### src/rtl/dd_pkg.sv
// shared widths, constants and the month offset table for the day difference block
// no dependencies
package dd_pkg;

  localparam int unsigned YearW  = 14;
  localparam int unsigned MonthW = 4;
  localparam int unsigned DayW   = 5;
  localparam int unsigned DiffW  = 23;

  // absolute day number of a date, unsigned
  localparam int unsigned NumW   = 23;
  // day of year offset: month offset plus leap day plus day of month
  localparam int unsigned OfsW   = 9;
  // quotient of a year sum by one hundred
  localparam int unsigned QuotW  = 8;
  // year plus three hundred and ninety nine
  localparam int unsigned SumW   = 15;

  // floor(x / 100) = (x * Div100Mul) >> Div100Shift, exact for x below 43690
  localparam int unsigned Div100Shift = 22;
  localparam int unsigned Div100Mul   = 41944;
  localparam int unsigned ProdW       = 31;

  localparam logic signed [DiffW-1:0] DiffMax = {1'b0, {(DiffW-1){1'b1}}};
  localparam logic signed [DiffW-1:0] DiffMin = {1'b1, {(DiffW-1){1'b0}}};

  function automatic logic [OfsW-1:0] days_before_month(input logic [MonthW-1:0] m);
    logic [OfsW-1:0] r;
    unique case (m)
      4'd0:    r = 9'd0;
      4'd1:    r = 9'd0;
      4'd2:    r = 9'd31;
      4'd3:    r = 9'd59;
      4'd4:    r = 9'd90;
      4'd5:    r = 9'd120;
      4'd6:    r = 9'd151;
      4'd7:    r = 9'd181;
      4'd8:    r = 9'd212;
      4'd9:    r = 9'd243;
      4'd10:   r = 9'd273;
      4'd11:   r = 9'd304;
      4'd12:   r = 9'd334;
      default: r = 9'd334 + 9'd31;
    endcase
    return r;
  endfunction

endpackage

### src/rtl/date_difference_days.sv
// signed day difference between two gregorian dates, first minus other
// registered through dd_day_number and diff_q; one date pair per cycle unless stalled
// each stage holds under back pressure and keeps taking items while it has room
// reset clears only the stage valid bits; the data registers are not reset
// depends on dd_pkg and dd_day_number
module date_difference_days import dd_pkg::*; (
  input  logic                    clk_i,
  input  logic                    rst_ni,
  input  logic                    in_valid_i,
  output logic                    in_ready_o,
  input  logic [YearW-1:0]        first_year_i,
  input  logic [MonthW-1:0]       first_month_i,
  input  logic [DayW-1:0]         first_day_i,
  input  logic [YearW-1:0]        other_year_i,
  input  logic [MonthW-1:0]       other_month_i,
  input  logic [DayW-1:0]         other_day_i,
  output logic                    out_valid_o,
  input  logic                    out_ready_i,
  output logic signed [DiffW-1:0] day_difference_o
);

  logic [3:0] valid_q, valid_d;
  logic [3:0] en;

  always_comb begin
    en[3] = !valid_q[3] || out_ready_i;
    en[2] = !valid_q[2] || en[3];
    en[1] = !valid_q[1] || en[2];
    en[0] = !valid_q[0] || en[1];
    valid_d[0] = en[0] ? in_valid_i : valid_q[0];
    valid_d[1] = en[1] ? valid_q[0] : valid_q[1];
    valid_d[2] = en[2] ? valid_q[1] : valid_q[2];
    valid_d[3] = en[3] ? valid_q[2] : valid_q[3];
  end

  always_ff @(posedge clk_i or negedge rst_ni) begin
    if (!rst_ni) begin
      valid_q <= '0;
    end else begin
      valid_q <= valid_d;
    end
  end

  logic [NumW-1:0] first_num, other_num;

  dd_day_number u_first (
    .clk_i   (clk_i),
    .en_i    (en[2:0]),
    .year_i  (first_year_i),
    .month_i (first_month_i),
    .day_i   (first_day_i),
    .num_o   (first_num)
  );

  dd_day_number u_other (
    .clk_i   (clk_i),
    .en_i    (en[2:0]),
    .year_i  (other_year_i),
    .month_i (other_month_i),
    .day_i   (other_day_i),
    .num_o   (other_num)
  );

  // stage 4: subtract and saturate
  logic signed [NumW:0]    diff_w;
  logic signed [DiffW-1:0] diff_d, diff_q;

  always_comb begin
    diff_w = $signed({1'b0, first_num}) - $signed({1'b0, other_num});
    priority if (diff_w > (NumW+1)'(DiffMax)) begin
      diff_d = DiffMax;
    end else if (diff_w < $signed({DiffMin[DiffW-1], DiffMin})) begin
      diff_d = DiffMin;
    end else begin
      diff_d = diff_w[DiffW-1:0];
    end
  end

  always_ff @(posedge clk_i) begin
    if (en[3]) begin
      diff_q <= diff_d;
    end
  end

  assign in_ready_o       = en[0];
  assign out_valid_o      = valid_q[3];
  assign day_difference_o = diff_q;

endmodule

### src/rtl/dd_day_number.sv
// three stage absolute day number of one gregorian date
// depends on dd_pkg; stage enables come from the top level
module dd_day_number import dd_pkg::*; (
  input  logic              clk_i,
  input  logic [2:0]        en_i,
  input  logic [YearW-1:0]  year_i,
  input  logic [MonthW-1:0] month_i,
  input  logic [DayW-1:0]   day_i,
  output logic [NumW-1:0]   num_o
);

  // stage 1: quotients by one hundred
  logic [SumW-1:0]   sum_a, sum_b;
  logic [ProdW-1:0]  prod_a, prod_b;
  logic [QuotW-1:0]  qa_d, qa_q, qb_d, qb_q;
  logic [YearW-1:0]  year_q;
  logic [MonthW-1:0] month_q;
  logic [DayW-1:0]   day_q;

  assign sum_a  = SumW'(year_i) + SumW'(99);
  assign sum_b  = SumW'(year_i) + SumW'(399);
  assign prod_a = ProdW'(sum_a) * ProdW'(Div100Mul);
  assign prod_b = ProdW'(sum_b) * ProdW'(Div100Mul);
  assign qa_d   = prod_a[Div100Shift +: QuotW];
  assign qb_d   = prod_b[Div100Shift +: QuotW];

  always_ff @(posedge clk_i) begin
    if (en_i[0]) begin
      qa_q    <= qa_d;
      qb_q    <= qb_d;
      year_q  <= year_i;
      month_q <= month_i;
      day_q   <= day_i;
    end
  end

  // stage 2: days of whole years and day of year
  logic [NumW:0]     y365, base_w;
  logic [YearW-1:0]  y_by4;
  logic [SumW-1:0]   qa_x100;
  logic              cent, leap;
  logic [NumW-1:0]   base_d, base_q;
  logic [OfsW-1:0]   ofs_d, ofs_q;

  always_comb begin
    y365 = (NumW+1)'(year_q) + ((NumW+1)'(year_q) << 2) + ((NumW+1)'(year_q) << 3)
         + ((NumW+1)'(year_q) << 5) + ((NumW+1)'(year_q) << 6)
         + ((NumW+1)'(year_q) << 8);
    y_by4   = YearW'(({1'b0, year_q} + (YearW+1)'(3)) >> 2);
    base_w  = y365 + (NumW+1)'(y_by4) - (NumW+1)'(qa_q) + (NumW+1)'(qb_q >> 2);
    base_d  = base_w[NumW-1:0];
    qa_x100 = (SumW'(qa_q) << 6) + (SumW'(qa_q) << 5) + (SumW'(qa_q) << 2);
    cent    = (qa_x100 == SumW'(year_q));
    leap    = (year_q[1:0] == 2'b00) && (!cent || (qa_q[1:0] == 2'b00));
    ofs_d   = days_before_month(month_q) + OfsW'(leap && (month_q >= 4'd3))
            + OfsW'(day_q);
  end

  always_ff @(posedge clk_i) begin
    if (en_i[1]) begin
      base_q <= base_d;
      ofs_q  <= ofs_d;
    end
  end

  // stage 3: day number
  logic [NumW-1:0] num_q;

  always_ff @(posedge clk_i) begin
    if (en_i[2]) begin
      num_q <= base_q + NumW'(ofs_q);
    end
  end

  assign num_o = num_q;

endmodule

### config.mk
export PLATFORM = sky130hd
export DESIGN_NAME = date_difference_days
export DESIGN_NICKNAME = d
export VERILOG_FILES = /design/src/rtl/dd_pkg.sv /design/src/rtl/date_difference_days.sv /design/src/rtl/dd_day_number.sv
export SDC_FILE = /design/constraint.sdc
export NUM_CORES = 2
export LEC_CHECK = 0
export BUFFER_PORTS_ARGS = -buffer_cell sky130_fd_sc_hd__clkbuf_2
export CAP_MARGIN = 10
export CELL_PAD_IN_SITES_DETAIL_PLACEMENT = 0
export CELL_PAD_IN_SITES_GLOBAL_PLACEMENT = 1
export CORE_AREA = 2 2 255 257
export CTS_CLUSTER_SIZE = 12
export DETAILED_ROUTE_END_ITERATION = 8
export DIE_AREA = 0 0 257 259
export PLACE_DENSITY = 0.84
export SKIP_CTS_REPAIR_TIMING = 1
export SYNTH_ARGS = -nofsm -noshare
export SYNTH_HDL_FRONTEND = slang
export SYNTH_SLANG_ARGS = --single-unit
### constraint.sdc
create_clock -name clk_i -period 7 [get_ports clk_i]
set_clock_uncertainty 0.05 [all_clocks]
set_input_delay 1.05 -clock clk_i [delete_from_list [all_inputs] [get_ports clk_i]]
set_output_delay 1.05 -clock clk_i [all_outputs]
set_load 0.01 [all_outputs]
==> impl_metrics.yaml <==
grt:
  grt_antenna_before_repair: 3
  pin_count_of_the_biggest_net_entering_global_routing: 66
  track_usage_pct: 21.0
  globalRouteOverflowTotal: 0
  grt_first_pass_wirelength_um: 114000
  vias_in_the_first_global_route: 23000
drt:
  firstDrtPassIters: 5
  routed_wire_length_per_instance_um: 15.2
  wirelength_um: 67000
  count_of_vias_placed_by_the_detailed_router: 22100
  remaining_drc_errors: 0
  post_drt_via_cell_ratio: 5.00
  drt-initial-drc-count: 912
  ant_nets: 0
setup_path:
  worst_endpoint_required_time_ns: 7.24
  critical_path_fanouts_max: 4
  regToRegSetupSlack_ns: 0.51
  critPathLaunchType: "primary input"
  end_kind: "register"
  timing.critical_path.arrival_ns: 6.94
  critPathKind: "primary input to register"
cts:
  clock_tree.root_cell: "clkbuf_16"
  ctsLongestPathBuffers: 3
  clkSlewWorstSetupHoldPaths_ns: 0.06
  tritoncts.num_buffers: 26
  htreeDepth: 1
  clock_tree_from_tritoncts: "yes"
  clock_latency_ns: 0.54
  cts.sink_count: 229
final_layout:
  areaGrowthSynthToFinish_pct: 11.2
  drive_gt1_share_pct: 10.1
  finalNetCount: 4644
  final_util_pct: 58.5
  num-fill-cells: 5467
floorplan:
  design.portCount: 75
  die_w_um: 257
  core.rowCount: 93
  initial_core_utilization_pct: 52.6
  design.die.area_sq_um: 66600
  core_area_sq_um: 63900
  fp.dieH_um: 259
flow_run:
  max_cap_violations: 0
sta:
  slew_headroom_pct: 23.7
  clock.fmax_mhz: 149
  finalHoldViolations: 0
  timing.final.ws_setup_ns: 0.299
  final_period_minus_worst_setup_slack_ns: 6.70
  grt_setup_unrepaired: "no"
  worst_slew_pin_slew_ns: 1.11
  holdWs_ns: 0.263
  setup_viol_count_final: 0
  ratio_of_final_minimum_period_to_clock_period_pct: 95.7
  maxSlewViolCount: 0
synthesis:
  synthesis.yosys.warnings: 0
  syn_nets: 4377
  ys.flop_type: "edfxtp_1"
  post_synth.cell_area_avg_sq_um: 10.2
  mappedNetlistArea_sq_um: 33600
  synth-edff-count: 207
  synthDistinctLibCells: 73
  synth.yosys.seq_area_share_pct: 19.9
  synth-seq-cells: 229
  async_reset_ff_share_pct: 1.75
  postSynthCellCount: 3280
outcome:
  status: "finished clean"
place:
  dp.final_hpwl_um: 59300
  final_weighted_congestion_in_routability_driven_placement: 0.900
  portBuffers: 74
  pre_cts_slack_ns: -0.410
hold_path:
  hold_path.class: "primary input to async pin"
[stage by stage]
step	area, sq um	cells	setup TNS, ns
2_1_floorplan	33700	3280	-0.00279
3_5_place_dp	36500	4372	-6.37
6_report	37400	4422	0
4_1_cts	37200	4419	0
5_1_grt	37300	4421	0
3_3_place_gp	36500	4372	-3.12
[flip-flops by register name, summed over array words and instances (netlist names), named ones only]
| name | cells |
|---|---|
| day_difference_o | 23 |
| u_first.base_q | 23 |
| u_first.num_o | 23 |
| u_other.base_q | 23 |
| u_other.num_o | 23 |
| u_first.year_q | 14 |
| u_other.year_q | 14 |
| u_first.ofs_q | 9 |
| u_other.ofs_q | 9 |
| u_first.qa_q | 8 |
| u_other.qa_q | 8 |
| u_first.qb_q | 6 |
| u_other.qb_q | 6 |
| u_first.day_q | 5 |
| u_other.day_q | 5 |
| u_first.month_q | 4 |
| u_other.month_q | 4 |
| valid_q | 4 |
[path summary, 6_finish.rpt]
| kind | to | cells past startpoint | start |
|---|---|---|---|
| setup / recovery | u_first.qa_q[6] | 27 | first_year_i[0] |
| hold / removal | valid_q[1] | 1 | rst_ni |
| setup reg to reg | u_first.base_q[22] | 25 | u_first.year_q[2] |
| hold reg to reg | valid_q[1] | 1 | valid_q[0] |
| max in group asynchronous | valid_q[3] | 1 | rst_ni |
| min in group clk_i | valid_q[1] | 1 | valid_q[0] |
[placed cells by master, fill, tap and decap left out, types with 47 or more instances in the layout]
master | Yosys | layout
a21o_1 | 84 | 84
clkbuf_2 | 0 | 74
nand3_1 | 50 | 47
a21oi_1 | 107 | 102
inv_1 | 812 | 809
xor2_1 | 107 | 102
xnor2_1 | 193 | 188
ha_1 | 654 | 653
fa_1 | 393 | 393
edfxtp_1 | 207 | 207
o21ai_0 | 64 | 59
nand2_1 | 108 | 107
buf_4 | 0 | 186
nor2_1 | 93 | 92
[worst max-delay path, stage by stage]
cell	delay, ns
clkbuf_2	0.13
clkinvlp_4	0.12
ha_4	0.17
nor2b_1	0.14
a31oi_1	0.13
nand2b_1	0.11
and4_4	0.25
and3_4	0.23
xor2_4	0.20
inv_2	0.08
fa_1	0.54
inv_1	0.05
ha_1	0.29
fa_1	0.48
fa_1	0.55
inv_1	0.06
fa_1	0.52
inv_1	0.04
ha_1	0.31
a2111oi_1	0.34
o21ai_0	0.14
o21ai_1	0.16
o21ba_2	0.18
a21oi_1	0.08
or3_4	0.38
a21oi_2	0.15
xnor2_1	0.07
[cell type report]
class	instances	area (sq um)	area share, %
Multi-Input combinational cell	2217	24000	64.2
Clock inverter	13	63.8	0.171
Inverter	812	3050	8.17
Timing Repair Buffer	261	1790	4.78
Antenna cell	1	2.50	0.00670
Clock buffer	34	712	1.91
Sequential cell	229	6680	17.9
Tap cell	855	1070	2.86
[metal layers]
metal  part of all wire [%]  up-vias  track usage, %
met1                     48    10500            29.4
met5                  0.055        -               0
met4                    2.8        6            5.94
li1                       -    11200               -
met2                     46      260            35.0
met3                    2.9       93            1.77
[cells by family after synthesis]
| family | after synthesis | share of synthesized area [%] |
|---|---|---|
| AOI/OAI and AO/OA | 398 | 7.78 |
| xor gates and xnor gates | 300 | 7.82 |
| adders and majority gates | 1050 | 47.9 |
| buffers and inverters | 834 | 9.36 |
| DFF | 229 | 19.9 |
| muxes | 18 | 0.544 |
| and+or+nand+nor | 451 | 6.76 |
[synthesized netlist by cell type, drive strengths merged (7+ instances only)]
| cell type | instances | area (sq um) |
|---|---|---|
| a211o | 9 | 78.8 |
| a211oi | 17 | 133 |
| a21boi | 7 | 52.6 |
| a21o | 84 | 631 |
| a21oi | 108 | 544 |
| a31oi | 9 | 56.3 |
| a41oi | 7 | 61.3 |
| and2 | 11 | 68.8 |
| and3 | 23 | 144 |
| and4 | 8 | 70.1 |
| buf | 10 | 50.1 |
| clkbuf | 12 | 45.0 |
| dfxtp | 18 | 360 |
| edfxtp | 207 | 6220 |
| fa | 393 | 7870 |
| ha | 654 | 8180 |
| inv | 812 | 3050 |
| mux2i | 16 | 160 |
| nand2 | 108 | 405 |
| nand2b | 22 | 138 |
| nand3 | 51 | 260 |
| nand4 | 30 | 188 |
| nor2 | 93 | 349 |
| nor2b | 22 | 138 |
| nor3 | 37 | 196 |
| nor4 | 8 | 50.1 |
| o21a | 22 | 165 |
| o21ai | 77 | 389 |
| o21bai | 12 | 90.1 |
| or2 | 15 | 93.8 |
| or3 | 10 | 62.6 |
| xnor2 | 193 | 1690 |
| xor2 | 107 | 937 |
Power is left out: the tool's default activity adds up to more than one toggle a clock period on the data nets, which glitch-free logic cannot reach.
